**config.mk**
```make
export PLATFORM = sky130hd
export DESIGN_NAME = brfr_ctrl
export DESIGN_NICKNAME = d
export VERILOG_FILES = /design/src/design/brfr_pkg.sv /design/src/design/brfr_ctrl.sv
export SDC_FILE = /design/constraint.sdc
export NUM_CORES = 1
export LEC_CHECK = 0
export ABC_AREA = 1
export ABC_CLOCK_PERIOD_IN_PS = 4070
export BUFFER_PORTS_ARGS = -buffer_cell sky130_fd_sc_hd__clkbuf_2
export CAP_MARGIN = 15
export CORE_MARGIN = 2
export CORE_UTILIZATION = 61
export DETAILED_ROUTE_END_ITERATION = 7
export MAX_ROUTING_LAYER = met4
export PLACE_DENSITY = 0.87
export REMOVE_ABC_BUFFERS = 1
export SYNTH_ARGS = -nofsm -noshare
export SYNTH_HDL_FRONTEND = slang
export SYNTH_SLANG_ARGS = --single-unit
```
**constraint.sdc**
```tcl
create_clock -name i_clk -period 4.07 [get_ports i_clk]
set_input_delay 0.2035 -clock i_clk [delete_from_list [all_inputs] [get_ports i_clk]]
set_output_delay 0.2035 -clock i_clk [all_outputs]
set_load 0.01 [all_outputs]
```
**src/design/brfr_pkg.sv**
```systemverilog
// Shared types and constants for the byte ring FIFO with rewind.
// No dependencies; imported by every module of the block.
package brfr_pkg;

    localparam int DEPTH   = 1024;
    localparam int ADDR_W  = (DEPTH > 1) ? $clog2(DEPTH) : 1;
    localparam int CNT_W   = $clog2(DEPTH + 1);
    localparam int SUM_W   = ADDR_W + 1;
    localparam int LEVEL_W = 11;

    localparam logic [1:0] ACT_WRITE  = 2'd0;
    localparam logic [1:0] ACT_READ   = 2'd1;
    localparam logic [1:0] ACT_MARK   = 2'd2;
    localparam logic [1:0] ACT_REWIND = 2'd3;

    typedef struct packed {
        logic [1:0] action;
        logic [7:0] wr_byte;
    } t_in_item;

    typedef struct packed {
        logic [7:0]         rd_byte;
        logic               done_res;
        logic [LEVEL_W-1:0] level;
        logic [LEVEL_W-1:0] space;
    } t_out_item;

    typedef struct packed {
        logic              we;
        logic [ADDR_W-1:0] waddr;
        logic [7:0]        wdata;
        logic              re;
        logic [ADDR_W-1:0] raddr;
    } t_mem_req;

    typedef struct packed {
        logic               done_res;
        logic               is_read;
        logic [LEVEL_W-1:0] level;
        logic [LEVEL_W-1:0] space;
    } t_step_res;

endpackage

```
**src/design/brfr_ctrl.sv**
```systemverilog
// Read position, fill count and mark registers of the ring FIFO.
// Depends on brfr_pkg; drives the storage request and the per-transaction status.
module brfr_ctrl
    import brfr_pkg::*;
(
    input  logic      i_clk,
    input  logic      i_rst_n,
    input  logic      i_accept,
    input  t_in_item  i_item,
    output t_mem_req  o_req,
    output t_step_res o_res
);

    logic [ADDR_W-1:0] r_head, n_head;
    logic [CNT_W-1:0]  r_fill, n_fill;
    logic [ADDR_W-1:0] r_saved_head;
    logic [CNT_W-1:0]  r_saved_fill;

    logic              full;
    logic              empty;
    logic [SUM_W-1:0]  wsum;
    logic [ADDR_W-1:0] waddr;
    logic [ADDR_W-1:0] head_inc;
    logic              moved;
    logic [CNT_W:0]    space_full;

    assign full  = (r_fill == CNT_W'(DEPTH));
    assign empty = (r_fill == '0);
    assign wsum  = SUM_W'(r_head) + SUM_W'(r_fill);
    assign waddr = (wsum >= SUM_W'(DEPTH)) ? ADDR_W'(wsum - SUM_W'(DEPTH)) : ADDR_W'(wsum);
    assign head_inc = (r_head == ADDR_W'(DEPTH - 1)) ? '0 : r_head + ADDR_W'(1);

    always_comb begin
        n_head = r_head;
        n_fill = r_fill;
        moved  = 1'b0;
        unique case (i_item.action)
            ACT_WRITE: begin
                if (!full) begin
                    n_fill = r_fill + CNT_W'(1);
                    moved  = 1'b1;
                end
            end
            ACT_READ: begin
                if (!empty) begin
                    n_head = head_inc;
                    n_fill = r_fill - CNT_W'(1);
                    moved  = 1'b1;
                end
            end
            ACT_MARK: begin
            end
            ACT_REWIND: begin
                n_head = r_saved_head;
                n_fill = r_saved_fill;
            end
            default: begin
            end
        endcase
    end

    always_ff @(posedge i_clk) begin
        if (!i_rst_n) begin
            r_head       <= '0;
            r_fill       <= '0;
            r_saved_head <= '0;
            r_saved_fill <= '0;
        end else if (i_accept) begin
            r_head <= n_head;
            r_fill <= n_fill;
            if (i_item.action == ACT_MARK) begin
                r_saved_head <= r_head;
                r_saved_fill <= r_fill;
            end
        end
    end

    assign space_full = (CNT_W + 1)'(DEPTH) - (CNT_W + 1)'(n_fill);

    assign o_req.we    = i_accept && (i_item.action == ACT_WRITE) && !full;
    assign o_req.waddr = waddr;
    assign o_req.wdata = i_item.wr_byte;
    assign o_req.re    = i_accept && (i_item.action == ACT_READ) && !empty;
    assign o_req.raddr = r_head;

    assign o_res.done_res = moved;
    assign o_res.is_read  = (i_item.action == ACT_READ);
    assign o_res.level    = LEVEL_W'(32'(n_fill));
    assign o_res.space    = LEVEL_W'(32'(space_full));

endmodule

```
[Yosys cells after proc, flatten, opt, wreduce, memory -nomap -nowiden]
Cells that the tools add are included.
Word-level totals
  bits in read-only memories: 0
  logic and storage cells: 38
  RAM bits: 0
  memories kept: 0
  flip-flop bits (word level): 42
  bits in latches: 0
  input port bits: 13
Operators by class
  add/sub/neg operators: 6
  shift-type cells: 0
  muxes and demuxes: 10
  equality and inequality tests: 6
  reductions and logical operators: 11
  bitwise operators: 0
  divide/modulo/power cells: 0
  $lt $le $gt $ge: 1
  multiply operators: 0
Operators by type and width (number)
  case mux 11 bit (3 select lines): 1
  two-way mux 10 bit: 3
  two-way mux 11 bit: 2
  case mux 10 bit (2 select lines): 1
  adder 10 x 11 -> 11 bit: 1
  adder 11 x 1 -> 11 bit (second input constant): 1
  == test 11 bit (second input constant): 1
  greater-or-equal comparator 11 bit (second input constant): 1
  logical NOT 11 bit: 1
  subtractor 11 x 1 -> 11 bit (second input constant): 1
  subtractor 11 bit (first input constant): 1
  adder 10 x 1 -> 10 bit (second input constant): 1
  == test 10 bit (second input constant): 1
  subtractor 10 x 1 -> 10 bit (second input constant): 1
  == test 2 bit (second input constant): 2
  logical AND 1 bit: 4
  AND reduction 3 bit: 1
  == test 2 x 1 -> 1 bit (second input constant): 1
  logical NOT 1 bit: 2
  logical NOT 2 bit: 1
  two-way mux 1 bit: 2
  inequality test 2 bit (second input constant): 1
  case mux 1 bit (2 select lines): 1
  AND reduction 2 bit: 1
  nonzero test 2 bit: 1

[Depth between registers and ports, before layout]
  depth in word-level cells: 4
  mapped depth: 18
  depth with buffers taken out: 18

[Worst setup path before layout]
No wires, ideal clock.
  path kind: reg-to-output
  from: register r_fill[1]
  to: output o_res[8] (netlist bit)
  required time: 3.867 ns
  buffers on the path: 0
  cell stages (with the launch flop): 18
  setup slack: 1.502 ns
  arrival time: 2.364 ns
  path through: dfxtp_1 -> inv_1 -> ha_1 -> nand2_4 -> nor2_8 -> nand2_4 -> nand2_2 -> nand2_2 -> nand2_1 -> o21ai_1 -> nand2_1 -> nand2_2 -> inv_2 -> ha_1 -> nand3_4 -> nor2_4 -> nand2_2 -> xor2_1
RTL lines
  from (decl): RTL line brfr_ctrl.sv:15  | logic [CNT_W-1:0] r_fill, n_fill;
  from (signal assigned): RTL line brfr_ctrl.sv:70  | r_fill <= n_fill;
  to (decl): RTL line brfr_ctrl.sv:11  | output t_step_res o_res

==> impl_metrics.json <==
{
  "nature_of_the_critical_path_startpoint": "register",
  "detailedRoute.firstPassIterationCount": 5,
  "critPathMostFrequentCell": "sky130_fd_sc_hd__nand2_2",
  "mappedNetlistArea_sq_um": 3440,
  "place_hpwl_um": 7210,
  "instances_no_fill": 629,
  "wirelength_met1_um": 4180,
  "place.port_buffers": 50,
  "post_cts_resized": 0,
  "design.portCount": 67,
  "hold_viol": 0,
  "timing.hold.worst_endpoint": "o_req[11]",
  "fillers": 528,
  "die_area_sq_um": 6260,
  "grt_max_degree": 40,
  "worst_setup_path_end_kind": "primary output",
  "numnets_final": 583,
  "ys_warn_count": 0,
  "dpl_worst_slack_ps": 1160,
  "route.detailed.wl_per_inst_um": 15.9,
  "rr_worst_depth": 10,
  "rsz0062_at_grt": "false",
  "post-route-worst-setup-slack_ps": 818,
  "final.period_utilization": 0.799,
  "r2r-start": "r_fill[1]",
  "critical_path.cell_chain": "inv_1 -> ha_1 -> nand2_4 -> nor2_8 -> nand2_2 -> nand2_1 -> nand2_2 -> nand2_1 -> o21ai_1 -> nand2_1 -> nand2_2 -> inv_2 -> ha_1 -> nand3_4 -> nor2_4 -> nand2_2 -> xor2_1 -> clkbuf_2",
  "layout_cell_share_with_drive_strength_beyond_1": 0.180,
  "critical-path-slowest-cell": "sky130_fd_sc_hd__dfxtp_1",
  "report.final.setup_viol": 0,
  "drc_markers": 0,
  "leakage_uw": 0.00172,
  "tns_ps": 0,
  "rr_endpoint": "r_head[6]",
  "critPathMaxFanout": 7,
  "wl_met2_um": 4780,
  "critPathMaxStageDelay_ps": 380,
  "dr_total_vias": 3686,
  "die_width_um": 79.1,
  "post_cts_hold_buffer_count": 0,
  "tritoncts": "done",
  "dr.max_layer_used": "met4",
  "pwr_density_cell_nw_per_um2": 326,
  "required_worst_endpoint_ps": 3870,
  "post_synthesis_cell_count": 527,
  "yosys.cell_types.count": 41,
  "placeableCoreArea_sq_um": 5470,
  "drt-initial-drc-count": 334,
  "met3_length_um": 860,
  "flow.area_growth_from_synthesis_pct": 8.54,
  "cts.repair_timing.setup_buffer_count": 0,
  "cts_inserted_buffers": 5,
  "multi_input_comb_area_sq_um": 2190,
  "clk_latency_ps": 300,
  "routabilityCongestion": 1.00,
  "die_height_um": 79.1,
  "grt_antenna_before_repair": 0,
  "critical_path_class": "reg2out",
  "starting_density": 0.629,
  "postSynthAreaPerCell_sq_um": 6.54,
  "hold-path-cell-count": 0,
  "overflow": 0,
  "run_status": "finished, final reports clean",
  "area.sequential_sq_um": 841,
  "slew_headroom": 0.393,
  "final_critical_period_ps": 3250,
  "worst_clk_skew_ps": 10.3,
  "worst-r2r-setup-slack_ps": 1720,
  "vias_per_cell": 5.86,
  "min-delay-start": "i_item[0]",
  "via_count_of_the_first_global_routing_pass": 3434,
  "vdd_ir_drop_max_v": 0.000207,
  "clock.fmax_ghz": 0.308,
  "worstPathArrival_ps": 3050,
  "max_slew_violation_count": 0,
  "antenna_cells_inserted": 0,
  "clk_sink_count": 42,
  "placement_rows": 27,
  "commonest_non_fill_non_tap_cell_in_the_layout": "sky130_fd_sc_hd__nand2_1",
  "grt_util_all_layers": 0.342,
  "clockBufferDepth": 2,
  "mostFrequentLayoutCells": "108 x sky130_fd_sc_hd__nand2_1, 58 x sky130_fd_sc_hd__nand3_1, 55 x sky130_fd_sc_hd__inv_1, 53 x sky130_fd_sc_hd__a21oi_1, 50 x sky130_fd_sc_hd__clkbuf_2",
  "global_route_wire_length_before_repair_um": 16500,
  "postRouteAntennaNets": 0,
  "seq_area_frac_synth": 0.244,
  "placed_cells_incl_taps": 621,
  "wl_um": 10000,
  "cts_htree_levels": 2,
  "fin_area_sq_um": 3740,
  "tightestPinTransition_ps": 909,
  "cts-root-buf": "sky130_fd_sc_hd__clkbuf_8",
  "drv.max_cap_violation_count": 0,
  "holdCritPathClass": "in2out",
  "placement.cell_area_sq_um": 3630,
  "clk_transition_reported_paths_ps": 90,
  "synth-seq-cells": 42
}
-- cells in the mapped netlist (all sizes together) --
cell       n  area share
inv       60       0.065
fa         1      0.0058
nor3       7       0.010
nand4     12       0.036
nand2    121        0.15
xor2      15       0.038
a211oi     2      0.0044
o211ai     2      0.0044
a22oi      3      0.0065
a21oi     53       0.077
clkinv     2      0.0022
clkbuf    11       0.012
dfxtp     42        0.24
o21a       1      0.0022
o21bai     1      0.0022
nand3     63        0.10
nor2      49       0.072
buf       20       0.040
ha        13       0.047
a221oi     2      0.0051
o2111ai    1      0.0025
o21ai     41       0.060
nand3b     3       0.010
xnor2      1      0.0025
or2        1      0.0018
-- power by group --
group	internal [uW]	total, uW	switching (uW)
clock	183	339	156
sequential	428	462	34.1
combinational	144	416	272
-- per-stage QoR --
| step | hold slack (ps) | total power, uW | utilization |
|---|---|---|---|
| floorplan | 297 | 742 | - |
| global placement | 407 | 874 | 0.663 |
| detailed placement | 407 | 880 | 0.663 |
| CTS | 407 | 1210 | 0.683 |
| global route | 407 | 1280 | 0.683 |
| finish | 407 | 1220 | 0.683 |
-- metal layers --
metal / global-route usage / vias up
li1: - / 1793
met1: 0.423 / 1665
met4: 0.116 / 0
met2: 0.567 / 204
met5: - / -
met3: 0.0602 / 24
-- state kept, by name, indices dropped and copies added (netlist names) --
name	flops
r_fill	11
r_head	10
r_saved_fill	11
r_saved_head	10
-- how the worst max path moves through the flow --
stage / from / end / slack, ps / cells after the start
2_1_floorplan: r_fill[1] / o_res[8] / 1430 / 17
3_3_place_gp: r_fill[1] / o_res[8] / 1310 / 18
3_5_place_dp: r_fill[1] / o_res[8] / 1160 / 18
4_1_cts: r_fill[1] / o_res[8] / 820 / 18
5_1_grt: r_fill[1] / o_res[8] / 570 / 18
6_report: r_fill[1] / o_res[8] / 820 / 18
-- critical path, delay by kind of cell, from the launching register on --
kind	cells	cell delay, ps
buffers and inverters	3	480
and+or+nand+nor	11	1120
xor gates and xnor gates	1	130
DFF	1	380
AOI/OAI and AO/OA	1	60
adders and majority gates	2	570
-- cell families (layout without fill, tap and decap cells) --
| family | Yosys count | count (layout) | synth area share |
|---|---|---|---|
| AND/OR/NAND/NOR | 256 | 256 | 0.379 |
| AO/OA/AOI/OAI | 106 | 106 | 0.164 |
| XOR/XNOR | 16 | 16 | 0.0407 |
| flip-flops | 42 | 42 | 0.244 |
| adder cells (fa/ha/maj) | 14 | 14 | 0.0530 |
| buffers and inverters | 93 | 123 | 0.120 |
-- cell type report --
| cell class | instances | area share |
|---|---|---|
| Clock buffer | 6 | 0.0194 |
| Clock inverter | 2 | 0.0100 |
| Inverter | 62 | 0.0622 |
| Multi-Input combinational cell | 392 | 0.586 |
| Sequential cell | 42 | 0.225 |
| Tap cell | 72 | 0.0241 |
| Timing Repair Buffer | 53 | 0.0730 |
Note: power is estimated with default switching activity, not from simulation.
